--- config.mk ---
export PLATFORM = sky130hd
export DESIGN_NAME = motor_pwm_ramp_controller
export DESIGN_NICKNAME = d
export VERILOG_FILES = /design/src/rtl/core/mprc_pkg.sv /design/src/rtl/core/motor_pwm_ramp_controller.sv
export VERILOG_INCLUDE_DIRS = /design/src /design/src/rtl/core
export SDC_FILE = /design/constraint.sdc
export NUM_CORES = 1
export LEC_CHECK = 0
export BUFFER_PORTS_ARGS = -buffer_cell sky130_fd_sc_hd__buf_2
export CAP_MARGIN = 10
export CORE_MARGIN = 10
export CORE_UTILIZATION = 45
export CTS_CLUSTER_SIZE = 16
export DETAILED_ROUTE_END_ITERATION = 6
export HOLD_SLACK_MARGIN = 0.15
export RECOVER_POWER = 100
export SYNTH_ARGS = -nofsm -noshare
export SYNTH_HDL_FRONTEND = slang
export SYNTH_SLANG_ARGS = --single-unit
--- constraint.sdc ---
create_clock -name clk -period 22.7 [get_ports clk]
set_input_delay 2.27 -clock clk [delete_from_list [all_inputs] [get_ports clk]]
set_output_delay 2.27 -clock clk [all_outputs]
set_load 0.005 [all_outputs]
--- src/rtl/core/assert_macros.svh ---
// ---------------------------------------------------------------------------
// Assertion macros
// Shared concurrent assertion forms. Each is clocked on clk and disabled
// while rst_n is low.
// ---------------------------------------------------------------------------
`ifndef ASSERT_MACROS_SVH
`define ASSERT_MACROS_SVH

// A condition that must hold at every clock edge out of reset.
`define ASSERT_ALWAYS(label, cond, msg) \
    label: assert property (@(posedge clk) disable iff (!rst_n) (cond)) \
        else $error(msg);

// A condition that, when true, must be followed by another in the next cycle.
`define ASSERT_NEXT(label, pre, post, msg) \
    label: assert property (@(posedge clk) disable iff (!rst_n) (pre) |=> (post)) \
        else $error(msg);

`endif

--- src/rtl/core/mprc_pkg.sv ---
// ---------------------------------------------------------------------------
// mprc_pkg
// Shared codes, reset values and types for the motor PWM ramp controller.
// ---------------------------------------------------------------------------
`timescale 1ns / 1ps

package mprc_pkg;

    // Operation codes of an input item.
    localparam logic [1:0] OP_TICK    = 2'd0;
    localparam logic [1:0] OP_SET_DIR = 2'd1;
    localparam logic [1:0] OP_SET_SPD = 2'd2;
    localparam logic [1:0] OP_STOP    = 2'd3;

    // Direction codes.
    localparam logic [2:0] DIR_FWD    = 3'd0;
    localparam logic [2:0] DIR_REV    = 3'd1;
    localparam logic [2:0] DIR_STOP   = 3'd2;
    localparam logic [2:0] DIR_LEFT   = 3'd3;
    localparam logic [2:0] DIR_RIGHT  = 3'd4;
    localparam logic [2:0] DIR_CENTER = 3'd5;

    // Bridge modes.
    localparam logic [1:0] MODE_FWD   = 2'd0;
    localparam logic [1:0] MODE_REV   = 2'd1;
    localparam logic [1:0] MODE_BRAKE = 2'd2;

    // Configuration register indexes.
    localparam logic [1:0] CFG_RAMP_STEP     = 2'd0;
    localparam logic [1:0] CFG_MIN_DUTY      = 2'd1;
    localparam logic [1:0] CFG_MAX_DUTY      = 2'd2;
    localparam logic [1:0] CFG_RAMP_INTERVAL = 2'd3;

    // Reset values.
    localparam logic [7:0]  RST_RAMP_STEP     = 8'd5;
    localparam logic [7:0]  RST_MIN_DUTY      = 8'd55;
    localparam logic [7:0]  RST_MAX_DUTY      = 8'd255;
    localparam logic [15:0] RST_RAMP_INTERVAL = 16'd19;
    localparam logic [15:0] RST_WAIT_COUNT    = 16'd500;

    // Duty written to the pin while braking.
    localparam logic [7:0] BRAKE_PIN_DUTY = 8'd255;

    // One result item.
    typedef struct packed {
        logic [7:0] duty_out;
        logic [1:0] bridge_mode;
        logic [7:0] present_duty;
        logic [2:0] present_direction;
        logic [2:0] goal_direction;
    } result_t;

endpackage

--- src/rtl/core/motor_pwm_ramp_controller.sv ---
// ---------------------------------------------------------------------------
// motor_pwm_ramp_controller
// Soft-start duty ramp and direction control for one H-bridge motor.
// ---------------------------------------------------------------------------
//  Channel   Handshake            Payload
//  input     in_valid / in_stall  operation, direction_code, speed_duty
//  result    out_valid/ out_stall duty_out, bridge_mode, present_duty,
//                                 present_direction, goal_direction
//  config    cfg_valid/ cfg_ready cfg_index, cfg_data
//
//  An item waits in the input register; the state update and its result are
//  formed from it and registered into the result buffer once the buffer has
//  room, so a stalled item stays in the input register.
//  One item is taken per cycle while results drain.
//  The result side has two entries (output register and skid register), so
//  input only stalls when both hold results and the input register is full.
//  Reset is asynchronous and puts all control state to its power-up values.
// ---------------------------------------------------------------------------
`timescale 1ns / 1ps

`include "assert_macros.svh"

module motor_pwm_ramp_controller
(
    input  logic        clk,
    input  logic        rst_n,
    // Input items.
    input  logic        in_valid,
    output logic        in_stall,
    input  logic [1:0]  operation,
    input  logic [2:0]  direction_code,
    input  logic [7:0]  speed_duty,
    // Result items.
    output logic        out_valid,
    input  logic        out_stall,
    output logic [7:0]  duty_out,
    output logic [1:0]  bridge_mode,
    output logic [7:0]  present_duty,
    output logic [2:0]  present_direction,
    output logic [2:0]  goal_direction,
    // Configuration writes.
    input  logic        cfg_valid,
    output logic        cfg_ready,
    input  logic [1:0]  cfg_index,
    input  logic [15:0] cfg_data
);

    // Configuration registers.
    logic [7:0]  ramp_step_reg;
    logic [7:0]  min_duty_reg;
    logic [7:0]  max_duty_reg;
    logic [15:0] ramp_interval_reg;

    // Input register.
    logic        item_valid_reg;
    logic        item_valid_next;
    logic [1:0]  op_reg;
    logic [2:0]  code_reg;
    logic [7:0]  req_reg;

    // Controller state.
    logic [7:0]  cur_duty_reg,  cur_duty_next;
    logic [7:0]  goal_duty_reg, goal_duty_next;
    logic [7:0]  held_duty_reg, held_duty_next;
    logic [2:0]  cur_dir_reg,   cur_dir_next;
    logic [2:0]  goal_dir_reg,  goal_dir_next;
    logic [2:0]  prev_dir_reg,  prev_dir_next;
    logic [15:0] wait_reg,      wait_next;
    logic [7:0]  pin_duty_reg,  pin_duty_next;
    logic [1:0]  mode_reg,      mode_next;

    // Result buffer.
    logic [1:0]           cnt_reg, cnt_next;
    mprc_pkg::result_t    head_reg;
    mprc_pkg::result_t    skid_reg;
    mprc_pkg::result_t    res_new;

    logic        in_xfer;
    logic        advance;
    logic        pop;
    logic        full;

    // Ramp arithmetic.
    logic [9:0]  dn_diff;
    logic [7:0]  dn_duty;
    logic [8:0]  up_sum;
    logic [7:0]  up_duty;
    logic [7:0]  req_clamped;
    logic        stop_go;

    // Handshakes.
    assign cfg_ready = 1'b1;
    assign full      = (cnt_reg == 2'd2);
    assign advance   = item_valid_reg && !full;
    assign in_stall  = item_valid_reg && full;
    assign in_xfer   = in_valid && !in_stall;
    assign out_valid = (cnt_reg != 2'd0);
    assign pop       = out_valid && !out_stall;

    assign item_valid_next = in_xfer || (item_valid_reg && !advance);

    // Configuration register writes.
    always_ff @(posedge clk or negedge rst_n)
    begin
        if (!rst_n)
        begin
            ramp_step_reg     <= mprc_pkg::RST_RAMP_STEP;
            min_duty_reg      <= mprc_pkg::RST_MIN_DUTY;
            max_duty_reg      <= mprc_pkg::RST_MAX_DUTY;
            ramp_interval_reg <= mprc_pkg::RST_RAMP_INTERVAL;
        end
        else if (cfg_valid && cfg_ready)
        begin
            case (cfg_index)
                mprc_pkg::CFG_RAMP_STEP:     ramp_step_reg     <= cfg_data[7:0];
                mprc_pkg::CFG_MIN_DUTY:      min_duty_reg      <= cfg_data[7:0];
                mprc_pkg::CFG_MAX_DUTY:      max_duty_reg      <= cfg_data[7:0];
                mprc_pkg::CFG_RAMP_INTERVAL: ramp_interval_reg <= cfg_data;
                default:                     ramp_step_reg     <= ramp_step_reg;
            endcase
        end
    end

    // Input register.
    always_ff @(posedge clk or negedge rst_n)
    begin
        if (!rst_n)
        begin
            item_valid_reg <= 1'b0;
        end
        else
        begin
            item_valid_reg <= item_valid_next;
        end
    end

    always_ff @(posedge clk)
    begin
        if (in_xfer)
        begin
            op_reg   <= operation;
            code_reg <= direction_code;
            req_reg  <= speed_duty;
        end
    end

    // Speed request with deadband and clamp.
    always_comb
    begin
        if (req_reg < min_duty_reg)
        begin
            req_clamped = 8'd0;
        end
        else if (req_reg > max_duty_reg)
        begin
            req_clamped = max_duty_reg;
        end
        else
        begin
            req_clamped = req_reg;
        end
    end

    // A stop is ignored when one direction is stop and the other center.
    assign stop_go = (goal_dir_reg != mprc_pkg::DIR_STOP && cur_dir_reg != mprc_pkg::DIR_STOP)
                  || (goal_dir_reg != mprc_pkg::DIR_CENTER
                      && cur_dir_reg != mprc_pkg::DIR_CENTER);

    // Next state: command, then ramp step, then direction switch.
    always_comb
    begin
        cur_duty_next  = cur_duty_reg;
        goal_duty_next = goal_duty_reg;
        held_duty_next = held_duty_reg;
        cur_dir_next   = cur_dir_reg;
        goal_dir_next  = goal_dir_reg;
        prev_dir_next  = prev_dir_reg;
        wait_next      = wait_reg;
        pin_duty_next  = pin_duty_reg;
        mode_next      = mode_reg;
        dn_diff        = 10'd0;
        dn_duty        = 8'd0;
        up_sum         = 9'd0;
        up_duty        = 8'd0;

        // Apply the command.
        case (op_reg)
            mprc_pkg::OP_TICK:
            begin
                if (wait_reg != 16'd0)
                begin
                    wait_next = wait_reg - 16'd1;
                end
            end
            mprc_pkg::OP_SET_DIR:
            begin
                if (code_reg <= mprc_pkg::DIR_CENTER)
                begin
                    goal_dir_next = code_reg;
                    wait_next     = 16'd0;
                    if (code_reg != cur_dir_reg)
                    begin
                        goal_duty_next = 8'd0;
                        held_duty_next = 8'd0;
                    end
                end
            end
            mprc_pkg::OP_SET_SPD:
            begin
                if (cur_dir_reg == goal_dir_reg)
                begin
                    goal_duty_next = req_clamped;
                end
                else
                begin
                    held_duty_next = req_clamped;
                end
                if (cur_dir_reg == mprc_pkg::DIR_STOP && prev_dir_reg != mprc_pkg::DIR_STOP)
                begin
                    goal_dir_next = prev_dir_reg;
                end
                wait_next = 16'd0;
            end
            mprc_pkg::OP_STOP:
            begin
                if (stop_go)
                begin
                    goal_dir_next  = (code_reg > mprc_pkg::DIR_CENTER)
                                   ? mprc_pkg::DIR_STOP : code_reg;
                    goal_duty_next = 8'd0;
                    wait_next      = 16'd0;
                end
            end
            default:
            begin
                wait_next = wait_reg;
            end
        endcase

        // One ramp step toward the clamped goal when the countdown is done.
        if (wait_next == 16'd0 && cur_duty_reg != goal_duty_next)
        begin
            if (goal_duty_next > max_duty_reg)
            begin
                goal_duty_next = max_duty_reg;
            end
            if (cur_duty_reg > goal_duty_next)
            begin
                dn_diff = {2'b00, cur_duty_reg} - {2'b00, ramp_step_reg};
                if ($signed(dn_diff) <= $signed({2'b00, min_duty_reg}))
                begin
                    dn_duty = 8'd0;
                end
                else
                begin
                    dn_duty = dn_diff[7:0];
                end
                cur_duty_next = (dn_duty < goal_duty_next) ? goal_duty_next : dn_duty;
            end
            else if (cur_duty_reg < goal_duty_next)
            begin
                up_sum  = {1'b0, cur_duty_reg} + {1'b0, ramp_step_reg};
                up_duty = (up_sum > {1'b0, goal_duty_next}) ? goal_duty_next : up_sum[7:0];
                if (up_duty != 8'd0 && up_duty <= min_duty_reg)
                begin
                    up_duty = min_duty_reg;
                end
                cur_duty_next = up_duty;
            end
            pin_duty_next = cur_duty_next;
            wait_next     = ramp_interval_reg;
        end

        // Direction switch, only at zero duty.
        if (cur_duty_next == 8'd0 && cur_dir_reg != goal_dir_next)
        begin
            if (goal_dir_next inside {mprc_pkg::DIR_FWD, mprc_pkg::DIR_LEFT})
            begin
                mode_next = mprc_pkg::MODE_FWD;
            end
            else if (goal_dir_next inside {mprc_pkg::DIR_REV, mprc_pkg::DIR_RIGHT})
            begin
                mode_next = mprc_pkg::MODE_REV;
            end
            else
            begin
                cur_duty_next  = 8'd0;
                held_duty_next = 8'd0;
                pin_duty_next  = mprc_pkg::BRAKE_PIN_DUTY;
                mode_next      = mprc_pkg::MODE_BRAKE;
                prev_dir_next  = cur_dir_reg;
            end
            cur_dir_next   = goal_dir_next;
            goal_duty_next = held_duty_next;
            wait_next      = 16'd0;
        end
    end

    // Controller state registers.
    always_ff @(posedge clk or negedge rst_n)
    begin
        if (!rst_n)
        begin
            cur_duty_reg  <= 8'd0;
            goal_duty_reg <= 8'd0;
            held_duty_reg <= 8'd0;
            cur_dir_reg   <= mprc_pkg::DIR_STOP;
            goal_dir_reg  <= mprc_pkg::DIR_STOP;
            prev_dir_reg  <= mprc_pkg::DIR_FWD;
            wait_reg      <= mprc_pkg::RST_WAIT_COUNT;
            pin_duty_reg  <= 8'd0;
            mode_reg      <= mprc_pkg::MODE_FWD;
        end
        else if (advance)
        begin
            cur_duty_reg  <= cur_duty_next;
            goal_duty_reg <= goal_duty_next;
            held_duty_reg <= held_duty_next;
            cur_dir_reg   <= cur_dir_next;
            goal_dir_reg  <= goal_dir_next;
            prev_dir_reg  <= prev_dir_next;
            wait_reg      <= wait_next;
            pin_duty_reg  <= pin_duty_next;
            mode_reg      <= mode_next;
        end
    end

    // The result shows the state after the item.
    assign res_new = '{duty_out:          pin_duty_next,
                       bridge_mode:       mode_next,
                       present_duty:      cur_duty_next,
                       present_direction: cur_dir_next,
                       goal_direction:    goal_dir_next};

    // Result buffer occupancy.
    always_comb
    begin
        cnt_next = cnt_reg;
        if (advance && !pop)
        begin
            cnt_next = cnt_reg + 2'd1;
        end
        else if (!advance && pop)
        begin
            cnt_next = cnt_reg - 2'd1;
        end
    end

    always_ff @(posedge clk or negedge rst_n)
    begin
        if (!rst_n)
        begin
            cnt_reg <= 2'd0;
        end
        else
        begin
            cnt_reg <= cnt_next;
        end
    end

    // Output and skid registers.
    always_ff @(posedge clk)
    begin
        if (cnt_reg == 2'd2 && pop)
        begin
            head_reg <= skid_reg;
        end
        else if (advance && (cnt_reg == 2'd0 || pop))
        begin
            head_reg <= res_new;
        end
        if (advance && cnt_reg == 2'd1 && !pop)
        begin
            skid_reg <= res_new;
        end
    end

    assign duty_out          = head_reg.duty_out;
    assign bridge_mode       = head_reg.bridge_mode;
    assign present_duty      = head_reg.present_duty;
    assign present_direction = head_reg.present_direction;
    assign goal_direction    = head_reg.goal_direction;

    // Checks.
    `ASSERT_ALWAYS(a_cnt_bound, cnt_reg != 2'd3, "result buffer count out of range")
    `ASSERT_ALWAYS(a_cur_dir_legal, cur_dir_reg <= mprc_pkg::DIR_CENTER, "bad present direction")
    `ASSERT_ALWAYS(a_goal_dir_legal, goal_dir_reg <= mprc_pkg::DIR_CENTER, "bad goal direction")
    `ASSERT_NEXT(a_push_shows, advance && cnt_reg == 2'd0, out_valid, "no result shown")
    `ASSERT_NEXT(a_item_kept, item_valid_reg && full, item_valid_reg, "stalled item lost")

endmodule
After elaboration in Yosys (flattened, before gate mapping)
Index checks and enable logic that the tools add are counted.
Widths: inputs -> output; s select.
{"block": "op_classes", "reduce_logical": 43, "bitwise": 2, "eq_ne": 21, "order_cmp": 11, "add_sub_neg": 5, "muxes": 53}
{"operator": "$mux 8", "n": 32}
{"operator": "$mux 16", "n": 5}
{"operator": "$pmux 16 s4", "n": 1}
{"operator": "$mux 24", "n": 2}
{"operator": "$gt 8x8->1", "n": 3}
{"operator": "$lt 8x8->1", "n": 3}
{"operator": "$pmux 8 s3", "n": 1}
{"operator": "$logic_and 1x1->1", "n": 17}
{"operator": "$logic_not 16->1", "n": 1}
{"operator": "$pmux 8 s2", "n": 1}
{"operator": "$reduce_bool 16->1", "n": 1}
{"operator": "$sub 16x1->16 const B", "n": 1}
{"operator": "$mux 3", "n": 5}
{"operator": "$eq 2x2->1 const B", "n": 5}
{"operator": "$mux 2", "n": 5}
{"operator": "$reduce_bool 2->1", "n": 5}
{"operator": "$add 8x8->9", "n": 1}
{"operator": "$gt 9x8->1", "n": 1}
{"operator": "$le 9x9->1", "n": 1}
{"operator": "$ne 3x2->1 const B", "n": 3}
{"operator": "$pmux 3 s3", "n": 1}
{"operator": "$sub 8x8->9", "n": 1}
{"operator": "$le 8x8->1", "n": 1}
{"operator": "$logic_not 8->1", "n": 1}
{"operator": "other kinds (20)", "n": 37}
{"block": "totals", "elab_cells": 163, "ff_bits": 163, "output_inout_bits": 27, "inputBits": 36}

Longest topological paths before layout
{"block": "depth", "word_depth": 21, "depth_mapped": 42}

Worst setup path after synthesis
Ideal clock, no wire load.
{"block": "synth_path", "path_kind": "reg2reg", "startpoint": "register max_duty_reg[5]", "endpoint": "register head_reg, in the netlist present_direction[1] (data pin)", "setup_ns": 0.260, "n_path_buf": 4, "period_less_slack_ns": 8.685, "required_ns": 22.440, "slack_ns": 14.015, "t_arrival_ns": 8.425, "stages_incl_launch_ff": 40, "cell_sequence": "dfstp_2 -> inv_1 -> ha_1 -> a211oi_1 -> o211ai_1 -> and2_1 -> clkbuf_1 -> nand3_1 -> a21oi_1 -> or2_2 -> ha_1 -> nand3_1 -> o21bai_1 -> and3_1 -> or2_1 -> buf_2 -> mux2i_1 -> ha_1 -> [... 4 more ...] -> nand2_1 -> o21ai_0 -> ha_1 -> nor2b_1 -> o21a_1 -> o21ai_0 -> nand2b_1 -> a21oi_1 -> o21ai_0 -> o21ai_0 -> inv_1 -> clkbuf_1 -> and4_1 -> nor3_1 -> and4b_1 -> buf_4 -> mux2_2 -> mux2_2"}
{"block": "synth_via", "elab_chain_cells": 21, "word_cells_on_any_way": 28, "classes_between": "order compare: 7; eq/ne: 1; mux: 15; reduce/logical: 5"}
{"item": "from (decl)", "line_no": "motor_pwm_ramp_controller.sv:51", "source": "logic [7:0] max_duty_reg;"}
{"item": "from (signal assigned)", "line_no": "motor_pwm_ramp_controller.sv:109", "source": "max_duty_reg <= mprc_pkg::RST_MAX_DUTY;"}
{"item": "from (signal assigned)", "line_no": "motor_pwm_ramp_controller.sv:117", "source": "mprc_pkg::CFG_MAX_DUTY: max_duty_reg <= cfg_data[7:0];"}
{"item": "$gt 8x8->1", "line_no": "motor_pwm_ramp_controller.sv:154", "source": "else if (req_reg > max_duty_reg)"}
{"item": "$mux 8", "line_no": "motor_pwm_ramp_controller.sv:154"}
{"item": "$mux 8", "line_no": "motor_pwm_ramp_controller.sv:150", "source": "if (req_reg < min_duty_reg)"}
{"item": "$mux 8", "line_no": "motor_pwm_ramp_controller.sv:210", "source": "if (cur_dir_reg == goal_dir_reg)"}
{"item": "$pmux 8 s3", "line_no": "motor_pwm_ramp_controller.sv:187", "source": "case (op_reg)"}
{"item": "$gt 8x8->1", "line_no": "motor_pwm_ramp_controller.sv:243", "source": "if (goal_duty_next > max_duty_reg)"}
{"item": "$mux 8", "line_no": "motor_pwm_ramp_controller.sv:243"}
{"item": "$mux 8", "line_no": "motor_pwm_ramp_controller.sv:241", "source": "if (wait_next == 16'd0 && cur_duty_reg != goal_duty_next)"}
{"item": "[... 6 more ...]"}
{"item": "$mux 8", "line_no": "motor_pwm_ramp_controller.sv:247", "source": "if (cur_duty_reg > goal_duty_next)"}
{"item": "$mux 8 *", "line_no": "motor_pwm_ramp_controller.sv:241"}
{"item": "$logic_not 8->1 *", "line_no": "motor_pwm_ramp_controller.sv:275", "source": "if (cur_duty_next == 8'd0 && cur_dir_reg != goal_dir_next)"}
{"item": "$logic_and 1x1->1 *", "line_no": "motor_pwm_ramp_controller.sv:275"}
{"item": "$mux 3 *", "line_no": "motor_pwm_ramp_controller.sv:275"}
{"item": "net cur_dir_next[1]", "line_no": "motor_pwm_ramp_controller.sv:65", "source": "logic [2:0] cur_dir_reg, cur_dir_next;"}
{"item": "$mux 24 *", "line_no": "motor_pwm_ramp_controller.sv:368", "source": "else if (advance && (cnt_reg == 2'd0 || pop))"}
{"item": "$mux 24 *", "line_no": "motor_pwm_ramp_controller.sv:364", "source": "if (cnt_reg == 2'd2 && pop)"}
{"item": "to (signal assigned)", "line_no": "motor_pwm_ramp_controller.sv:366", "source": "head_reg <= skid_reg;"}
{"item": "to (signal assigned)", "line_no": "motor_pwm_ramp_controller.sv:370", "source": "head_reg <= res_new;"}
{"item": "to (decl)", "line_no": "motor_pwm_ramp_controller.sv:74", "source": "mprc_pkg::result_t head_reg;"}
The timed path passes the listed nets; every way through them passes the cells marked *. The select of a mux whose other input is x is not followed.
A chain may end at the register's enable or synchronous reset.

Worst setup path in the final report
{"block": "layout_path", "startpoint": "register cur_dir_reg[1]", "endpoint": "register wait_reg[12]"}
{"block": "layout_via", "elab_chain_cells": 19, "word_cells_on_any_way": 43, "classes_between": "order compare: 6; eq/ne: 7; mux: 20; reduce/logical: 10"}
{"item": "from (decl)", "line_no": "motor_pwm_ramp_controller.sv:65"}
{"item": "from (signal assigned)", "line_no": "motor_pwm_ramp_controller.sv:307", "source": "cur_dir_reg <= mprc_pkg::DIR_STOP;"}
{"item": "from (signal assigned)", "line_no": "motor_pwm_ramp_controller.sv:319", "source": "cur_dir_reg <= cur_dir_next;"}
{"item": "$ne 3x2->1 or $ne 3x3->1 (tied branches)", "line_no": "motor_pwm_ramp_controller.sv:165, motor_pwm_ramp_controller.sv:167"}
{"item": "$logic_and 1x1->1 (on tied branches)", "line_no": "motor_pwm_ramp_controller.sv:165, motor_pwm_ramp_controller.sv:167"}
{"item": "$logic_or 1x1->1", "line_no": "motor_pwm_ramp_controller.sv:166", "source": "|| (goal_dir_reg != mprc_pkg::DIR_CENTER"}
{"item": "$mux 8", "line_no": "motor_pwm_ramp_controller.sv:226", "source": "if (stop_go)"}
{"item": "$pmux 8 s3", "line_no": "motor_pwm_ramp_controller.sv:187"}
{"item": "$gt 8x8->1", "line_no": "motor_pwm_ramp_controller.sv:243"}
{"item": "$mux 8", "line_no": "motor_pwm_ramp_controller.sv:243"}
{"item": "$mux 8", "line_no": "motor_pwm_ramp_controller.sv:241"}
{"item": "[... 3 more ...]"}
{"item": "$logic_and 1x1->1", "line_no": "motor_pwm_ramp_controller.sv:264", "source": "if (up_duty != 8'd0 && up_duty <= min_duty_reg)"}
{"item": "$mux 8", "line_no": "motor_pwm_ramp_controller.sv:264"}
{"item": "$mux 8", "line_no": "motor_pwm_ramp_controller.sv:260", "source": "else if (cur_duty_reg < goal_duty_next)"}
{"item": "$mux 8", "line_no": "motor_pwm_ramp_controller.sv:247"}
{"item": "$mux 8", "line_no": "motor_pwm_ramp_controller.sv:241"}
{"item": "$logic_not 8->1", "line_no": "motor_pwm_ramp_controller.sv:275"}
{"item": "$logic_and 1x1->1", "line_no": "motor_pwm_ramp_controller.sv:275"}
{"item": "$mux 16 *", "line_no": "motor_pwm_ramp_controller.sv:275"}
{"item": "to (signal assigned)", "line_no": "motor_pwm_ramp_controller.sv:310", "source": "wait_reg <= mprc_pkg::RST_WAIT_COUNT;"}
{"item": "to (signal assigned)", "line_no": "motor_pwm_ramp_controller.sv:322", "source": "wait_reg <= wait_next;"}
{"item": "to (decl)", "line_no": "motor_pwm_ramp_controller.sv:68", "source": "logic [15:0] wait_reg, wait_next;"}
Mark *: on every way between the ends. The rest lies on a longest branch, timed or not. The select of a mux whose other input is x is not followed.

==> impl_results.md <==
- Fmax: 83.1 MHz
- Commonest cells in the synthesized netlist: 128 x nand2_1, 97 x o21ai_0, 82 x ha_1
- Final hold slack: 486 ps
- Global route overflow: 0
- CP Launch Type: register
- Most area-hungry cell type in the Yosys netlist: dfrtp_1
- Placer Congestion: 0.958
- Synth async-reset ratio: 0.626
- Synth top area cells: dfrtp_1 17%, edfxtp_1 16%, ha_1 9.0%
- Die Wd: 180 um
- Reg-to-reg startpoint: cur_dir_reg[1]
- FF-to-FF End: wait_reg[12]
- Most frequent cell after synthesis: nand2_1
- Pin slew with the least headroom to its limit: 3310 ps
- First-pass GRT wire length: 53,800 um
- Initial Util: 0.456
- Vias post-DR: 9,527
- EDFF count, synth: 61
- Synth Area in Compound Gates: 0.208
- CTS H-tree depth: 4
- TNS Setup: 0 ps
- Initial antenna violation count: 0
- Final HPWL DP: 25,100 um
- Later-pin clock latency in the skew report: 430 ps
- Num CTS Buffers: 17
- Synth Net Count: 1,341
- Total track usage: 0.205
- WHS Path Cells: 2
- Largest net degree at the start of global routing: 80
- CTS max path bufs: 2
- Placed cell area: 12,000 um^2
- DR WL/cell: 21.0 um
- Hold Crit Class: reg2reg
- DIE HEIGHT: 180 um
- Max Slew Vio Count: 253
- Max incr delay on CP: 1350 ps
- Largest register FFs: 24
- CTS tree: done
- Final core utilization: 0.500
- Top-Level Pins: 63
- Fin. Hold Viols: 0
- RSZ-0062 raised after global routing: no
- Top cell type's share of synthesized area: 0.166
- Synthesis-to-layout area growth: 9.58%
- Cts repair resizes: 0
- Number of iterations in the first detailed-routing pass: 6
- Tcrit/Tclk final: 0.530
- Worst reg2reg setup slack: 10,670 ps
- Worst-path fanout max: 36
- Crit path required time: 22,870 ps
- DIE AREA: 32,200 um^2
- Reg clk slew, reported paths: 80 ps
- Routed Antenna Nets: 0
- Rows: 58
- Maximum capacitance violations: 5
- Hold_buf cts: 0
- Failing checks: capacitance limit, slew limit
- Postcts setup bufs: 0
- Vias in the first global route: 9,466
- Ant diodes: 0
- Register area share after synthesis: 0.386
- Hold Startpoint: held_duty_reg[2]
- Share of cells above drive strength 1: 0.151
- Adder-cell share of the synthesized area: 0.0931
- Yosys warnings: 0
- CTS root buf: clkbuf_16
- Syn_area_per_cell: 9.38 um^2
- Post-synthesis mux area share: 0.0761
- Crit-path slowest cell: nand4b_1
- DRC: 0
- Mapped Cells: 1,221
- Placeable Area: 25,100 um^2
- FF-to-FF path depth: 34
- Min Tclk post-route: 12,030 ps
- Routed WL: 33,600 um
- Drt via density: 5.95
- Status: complete, but fails checks
- Post-layout instance area: 12,600 um^2
- Kind of critical path: reg2reg
- Initial DRC count: 858
- Post-Synth XOR/XNOR Area: 0.0228
- Slew HR: -1.21
- Final setup viols: 0
- Top_reg_cell synth: dfrtp_1
- Post-Synthesis Cell Area: 11,500 um^2
- CP endpoint kind: register
- Arrival @ worst endpoint: 12,210 ps
- Clk sinks: 163
- Final nets: 1,377
- Hold path endpoint: held_duty_reg[2]
- Simple-Gate Fraction of Synth Area: 0.164
- Port Buffers: 61
- CP dominant cell by count: o21ai_0
- Clk_skew: 16.3 ps
- #FFs+latches synth: 163
- Netlist cell types: 98
- Combinational family with the most area after synthesis: compound AO/OA/AOI/OAI gates
-- placed cells by master, fill, tap and decap left out, drive strengths merged, types with 25 or more instances in the layout --
master  instances
clkbuf         50
nor2           67
buf            44
edfxtp         61
a21oi          66
o31ai          34
nand2         128
o21ai         101
dfrtp          76
ha             82
mux2           62
inv            88
and2           25
nand3          39
dfstp          26
-- metrics by stage --
stage          std cells  setup WS (ps)
6_report            1600          10670
2_1_floorplan       1221          14020
3_3_place_gp        1568          12420
3_5_place_dp        1568          12170
4_1_cts             1600          12120
5_1_grt             1600           9670
-- worst max-delay path, delay by kind of cell, from the launching register on --
family	cells	cell delay [ps]
AOI/OAI and AO/OA	16	3940
adders and majority gates	3	940
buffers and inverters	2	640
DFF	1	770
and+or+nand+nor	13	5450
-- logic make-up (layout without fill, tap and decap cells) --
group           count (synthesis)  in the layout
compound gates                352            352
mux                            79             79
other cells                     1              1
xor+xnor                       29             29
simple gates                  373            373
fa+ha+maj                      84             84
flops                         163            163
buf+inv                       140            189
-- worst max path at each step --
| stage | endpoint | startpoint | depth (start not counted) | slack, ps |
|---|---|---|---|---|
| floorplan | present_direction[1] | max_duty_reg[5] | 39 | 14020 |
| global placement | wait_reg[3] | max_duty_reg[7] | 38 | 12420 |
| detailed placement | wait_reg[3] | max_duty_reg[5] | 36 | 12170 |
| CTS | wait_reg[3] | max_duty_reg[5] | 36 | 12120 |
| global route | wait_reg[1] | max_duty_reg[7] | 37 | 9670 |
| finish | wait_reg[12] | cur_dir_reg[1] | 34 | 10670 |
-- metal layers --
metal  GRT usage  vias up  part of all wire
met1       0.274     4636              0.46
met5           0        -                 0
li1            -     4560                 -
met2       0.332      277              0.47
met4      0.0738        0             0.027
met3      0.0289       54             0.048
-- layout make-up --
type / instances / area (um^2)
timing repair buffer: 77 / 369
clock inverter: 15 / 200
tap: 330 / 413
fill: 2432 / 12600
clock buffer: 17 / 425
multi-input combinational: 918 / 6430
inverter: 80 / 300
sequential: 163 / 4420
Power is not shown: default switching activity piles up to over one toggle a cycle in this logic, so the estimate is an artifact.
